===== src/hdl/stc_pkg.sv =====
// Package: format table, mode codes and pipeline context for the timecode converter.
package stc_pkg;

  localparam int CNT_W = 32;

  localparam logic [1:0] MODE_TO_HMSF  = 2'd0;
  localparam logic [1:0] MODE_TO_COUNT = 2'd1;
  localparam logic [1:0] MODE_ADD      = 2'd2;
  localparam logic [1:0] MODE_SUB      = 2'd3;

  localparam logic [4:0] FMT_LAST = 5'd16;

  localparam logic [32:0] TWO32 = 33'h1_0000_0000;

  localparam logic [31:0] BASE60     = 32'd60;
  localparam logic [31:0] BASE60_RCP = 32'(TWO32 / 60);

  // Per-format divisors and their reciprocals floor(2^32 / d).
  typedef struct packed {
    logic        is_drop;
    logic [2:0]  drop;
    logic [6:0]  fps;
    logic [31:0] fps_rcp;
    logic [31:0] day;
    logic [31:0] day_rcp;
    logic [31:0] fp10;
    logic [31:0] fp10_rcp;
    logic [31:0] fpm;
    logic [31:0] fpm_rcp;
  } fmt_info_t;

  typedef struct packed {
    logic [1:0]  mode;
    logic        err;
    logic        roll;
    fmt_info_t   info;
    logic [31:0] cnt;
    logic [15:0] h;
    logic [5:0]  m;
    logic [5:0]  s;
    logic [6:0]  f;
    logic [31:0] t1;
    logic [31:0] dr;
    logic [31:0] res1;
    logic [31:0] mag;
    logic [31:0] c10;
    logic [6:0]  frm;
    logic [5:0]  sec;
  } ctx_t;

  function automatic fmt_info_t non_drop(input logic [6:0] fps, input logic [31:0] fps_rcp,
                                         input logic [31:0] day, input logic [31:0] day_rcp);
    fmt_info_t r;
    r.is_drop  = 1'b0;
    r.drop     = 3'd0;
    r.fps      = fps;
    r.fps_rcp  = fps_rcp;
    r.day      = day;
    r.day_rcp  = day_rcp;
    r.fp10     = 32'(fps);
    r.fp10_rcp = fps_rcp;
    r.fpm      = 32'(fps);
    r.fpm_rcp  = fps_rcp;
    return r;
  endfunction

  function automatic fmt_info_t fmt_lookup(input logic [4:0] fmt);
    fmt_info_t r;
    r = '0;
    case (fmt)
      5'd1, 5'd2: r = non_drop(7'd24, 32'(TWO32 / 24), 32'd2073600, 32'(TWO32 / 2073600));
      5'd3:  r = non_drop(7'd25, 32'(TWO32 / 25), 32'd2160000, 32'(TWO32 / 2160000));
      5'd4, 5'd6: r = non_drop(7'd30, 32'(TWO32 / 30), 32'd2592000, 32'(TWO32 / 2592000));
      5'd5: begin
        r.is_drop  = 1'b1;
        r.drop     = 3'd2;
        r.fps      = 7'd30;
        r.fps_rcp  = 32'(TWO32 / 30);
        r.day      = 32'd2589408;
        r.day_rcp  = 32'(TWO32 / 2589408);
        r.fp10     = 32'd17982;
        r.fp10_rcp = 32'(TWO32 / 17982);
        r.fpm      = 32'd1798;
        r.fpm_rcp  = 32'(TWO32 / 1798);
      end
      5'd7, 5'd8: r = non_drop(7'd48, 32'(TWO32 / 48), 32'd4147200, 32'(TWO32 / 4147200));
      5'd9:  r = non_drop(7'd50, 32'(TWO32 / 50), 32'd4320000, 32'(TWO32 / 4320000));
      5'd10, 5'd12: r = non_drop(7'd60, 32'(TWO32 / 60), 32'd5184000, 32'(TWO32 / 5184000));
      5'd11: begin
        r.is_drop  = 1'b1;
        r.drop     = 3'd4;
        r.fps      = 7'd60;
        r.fps_rcp  = 32'(TWO32 / 60);
        r.day      = 32'd5178816;
        r.day_rcp  = 32'(TWO32 / 5178816);
        r.fp10     = 32'd35964;
        r.fp10_rcp = 32'(TWO32 / 35964);
        r.fpm      = 32'd3596;
        r.fpm_rcp  = 32'(TWO32 / 3596);
      end
      5'd13: r = non_drop(7'd72, 32'(TWO32 / 72), 32'd6220800, 32'(TWO32 / 6220800));
      5'd14: r = non_drop(7'd96, 32'(TWO32 / 96), 32'd8294400, 32'(TWO32 / 8294400));
      5'd15: r = non_drop(7'd100, 32'(TWO32 / 100), 32'd8640000, 32'(TWO32 / 8640000));
      5'd16: r = non_drop(7'd120, 32'(TWO32 / 120), 32'd10368000, 32'(TWO32 / 10368000));
      default: r = '0;
    endcase
    return r;
  endfunction

endpackage


===== src/hdl/stc_cdiv.sv =====
// Three-stage divider by a table divisor using a reciprocal multiply and one correction.
module stc_cdiv import stc_pkg::*; #(
  parameter int W  = CNT_W,
  parameter int SW = 1
) (
  input  logic          clk,
  input  logic          rst,
  input  logic          en,
  input  logic          in_valid,
  input  logic [W-1:0]  x,
  input  logic [W-1:0]  d,
  input  logic [W-1:0]  rcp,
  input  logic [SW-1:0] side_in,
  output logic          out_valid,
  output logic [W-1:0]  q,
  output logic [W-1:0]  r,
  output logic [SW-1:0] side_out
);

  logic          v1, v2;
  logic [2*W-1:0] prod;
  logic [W-1:0]  x1, d1, q2, r2, d2;
  logic [SW-1:0] side1, side2;
  logic [W-1:0]  q0;

  assign q0 = prod[2*W-1:W];

  always_ff @(posedge clk) begin
    if (rst) begin
      v1 <= 1'b0;
      v2 <= 1'b0;
      out_valid <= 1'b0;
    end else if (en) begin
      v1 <= in_valid;
      v2 <= v1;
      out_valid <= v2;
    end
  end

  // The estimate is low by at most one, so a single compare and subtract fixes it.
  always_ff @(posedge clk) begin
    if (en) begin
      prod  <= (2*W)'(x) * (2*W)'(rcp);
      x1    <= x;
      d1    <= d;
      side1 <= side_in;
      q2    <= q0;
      r2    <= x1 - W'(q0 * d1);
      d2    <= d1;
      side2 <= side1;
      if (r2 >= d2) begin
        q <= q2 + W'(1);
        r <= r2 - d2;
      end else begin
        q <= q2;
        r <= r2;
      end
      side_out <= side2;
    end
  end

endmodule

===== config.mk =====
export PLATFORM = sky130hd
export DESIGN_NAME = stc_cdiv
export DESIGN_NICKNAME = d
export VERILOG_FILES = /design/src/hdl/stc_pkg.sv /design/src/hdl/stc_cdiv.sv
export SDC_FILE = /design/constraint.sdc
export NUM_CORES = 2
export LEC_CHECK = 0
export BUFFER_PORTS_ARGS = -buffer_cell sky130_fd_sc_hd__buf_4
export CORE_MARGIN = 5
export CORE_UTILIZATION = 60
export DETAILED_ROUTE_END_ITERATION = 6
export PLACE_DENSITY = 0.92
export SLEW_MARGIN = 10
export SYNTH_ARGS = -nofsm -noshare
export SYNTH_HDL_FRONTEND = slang
export SYNTH_SLANG_ARGS = --single-unit
export TNS_END_PERCENT = 100

===== constraint.sdc =====
create_clock -name clk -period 7.4 [get_ports clk]
set_input_delay 0 -clock clk [delete_from_list [all_inputs] [get_ports clk]]
set_output_delay 0 -clock clk [all_outputs]
set_load 0.05 [all_outputs]

==> results.md <==
* CTS tree: built
* Vias in the first global route at 49400
* Most frequent cells after synthesis: 1366 x inv_1, 1339 x fa_1, 882 x and2_1
* GRT overflow at 0
* Cts bufs inserted at 30
* Netlist cell types at 65
* Most frequent cell after synthesis: inv_1
* DP HPWL at 129000 um
* Post-route design area at 64400 sq um
* Clk sinks at 262
* CP startpoint kind: input pin
* Initial antenna violation count at 9
* Post-synth design cell area at 59900 sq um
* Pin count of the biggest net entering global routing at 138
* CP Capture Type: flop
* Sequential area share after synthesis at 0.131
* Reg2reg path depth at 22
* Total Wirelength at 164000 um
* Overall Global Routing Usage at 0.310
* First-pass GRT wire length at 261000 um
* Critical-path top delay cell: dlygate4sd3_1
* # rows at 115
* Final Skew at 0.0297 ns
* Die ar. at 106000 sq um
* Final Util at 0.652
* Critical path's top delay family: adder cells
* Nets at 8045
* Htree depth at 1
* Max Cap Viol at 0
* Vias/cell at 5.85
* Synth Flop Type: edfxtp_1
* Unrepaired setup endpoints after global routing: yes
* P&R area growth vs syn at 7.57%
* Wire per inst at 21.9 um
* Crit Path Class: input pin to flop
* Ports at 167
* Hold Crit Class: input pin to flop
* Worst Tran Pin Value at 1.07 ns
* Max Clock Freq at 137 MHz
* Failing checks: DRC, hold timing
* DRC errors left at 2
* Pre-antenna DRT Iters at 7
* Top post-synthesis cells by area: fa_1 45%, edfxtp_1 13%, and2_1 9.2%
* Root Buffer: clkbuf_16
* Final ANT Viol Nets at 0
* Area of placed instances at 62600 sq um
* Most frequent CP cell: fa_1
* Die width at 326 um
* Post-synth ARST share at 0
* Die Ht at 326 um
* Via Count at 43800
* Period utilisation layout at 0.986
* Syn nets at 7945
* WP data arrival at 7.61 ns
* Crit. path cell count at 24
* Count of cells along the worst hold path at 1
* Worst-Skew Late Latency at 0.60 ns
* Period minus WS final at 7.30 ns
* Status: finished with violations
* Pins over their slew limit at 0
* YS warnings at 0
* Port Buffer Count at 166
* Syn Area/Cell at 9.87 sq um
* Initial Util at 0.607
* Crit Path Max Fanout at 27
* Syn Inst Count at 6066
* Slew headroom at 0.286
* Post-synth top area cell: fa_1
* Clock Tree Buf Depth at 3
* Total negative slack at 0 ns
* #FFs+latches synth at 262
* Buf/Inv on CP at 6
* Number of fill cells in the layout at 6942
* CP Cell Sequence: dlygate4sd3_1, buf_8, buf_4, nand2_1, fa_1, inv_1, fa_1, fa_1, fa_1, fa_1, fa_1, fa_1, ha_1, ha_1, and2_1, nand3_1, inv_1, and3_1, a21o_1, a2111o_1, a31oi_1, buf_4, o41ai_1, xor2_1
* CP max stage delay at 0.67 ns
* Layout cells sized above 1 at 0.0629
* Final Hold Vio Count at 12
* Synth top area share at 0.448
* DRT iter0 DRCs at 4058
* Post-synth EDFFs at 259
* Routability cong. at 0.958
* Core Footprint at 98700 sq um
* CTS clk-pin slew, worst paths at 0.06 ns
* # setup viols final at 0
* WP data required at 7.71 ns
* Minimum hold slack at -0.0409 ns
-- per-layer routing --
layer | vias up | wire [um] | global-route usage
met3 | 795 | 20600 | 0.0912
met5 | - | 143 | 0.00589
met1 | 21900 | 56900 | 0.378
li1 | 18200 | - | -
met4 | 12 | 9370 | 0.138
met2 | 2890 | 76500 | 0.514
-- layout make-up --
| type | instances | area [sq um] | share of cell area |
|---|---|---|---|
| tap | 1287 | 1610 | 0.0250 |
| timing repair buffer | 364 | 3030 | 0.0471 |
| multi-input combinational | 4142 | 45900 | 0.712 |
| inverter | 1366 | 5130 | 0.0796 |
| sequential | 262 | 7840 | 0.122 |
| antenna | 6 | 15.0 | 0.000233 |
| clock inverter | 15 | 139 | 0.00216 |
| clock buffer | 35 | 769 | 0.0119 |
-- through the flow --
stage	setup slack, ns	std cells
final	0.103	7477
after global routing	-0.0422	7471
after floorplan	0.307	6066
after detailed placement	0.0196	7343
after global placement	0.212	7343
after CTS	0.0690	7446
-- sequential cells by signal, indices dropped and copies added, names as in the netlist --
register / flops
side1: 1
q: 32
side_out: 1
r: 32
q2: 32
v1: 1
prod: 32
side2: 1
r2: 32
x1: 32
d2: 32
out_valid: 1
v2: 1
d1: 32
-- layout by cell type (no fill, tap or decap), types with 12 or more instances in the layout --
cell type,n
inv_1,1366
fa_1,1339
and2_1,882
nand2_1,740
ha_1,435
buf_4,293
edfxtp_1,259
xnor2_1,132
a21oi_1,104
nor2_1,54
o21ai_0,53
dlygate4sd3_1,53
a21o_1,51
xor2_1,51
nand3_1,34
clkbuf_16,32
nand4_1,25
mux2_1,20
o21bai_1,19
o21a_1,17
nor3_1,15
nand2b_1,13
and3_1,12
-- cell families after synthesis --
group / count (synthesis) / synth area share
simple gates: 1811 / 0.156
fa+ha+maj: 1778 / 0.540
buf+inv: 1662 / 0.105
compound gates: 337 / 0.0362
flops: 262 / 0.131
xor+xnor: 183 / 0.0268
mux: 33 / 0.00614
-- path summary, 6_finish.rpt --
check | from | end | slack (ns)
max reg2reg | prod[42]$_DFFE_PP_ | r2[31]$_DFFE_PP_ | 0.15
min reg2reg | side2$_DFFE_PP_ | side_out$_DFFE_PP_ | 0.41
max | x[13] | prod[61]$_DFFE_PP_ | 0.10
min | en | side_out$_DFFE_PP_ | -0.04
-- timing repair --
| item | in CTS | in global routing |
|---|---|---|
| endpoints found under the setup margin | 0 | 23 |
| gates resized for setup | 0 | 30 |
| endpoints found under the hold margin | 54 | 0 |
| setup buffers | 0 | 23 |
| hold buffers | 53 | 0 |
Power is left out: the tool's default activity adds up to more than one toggle a clock period on the data nets, which glitch-free logic cannot reach.
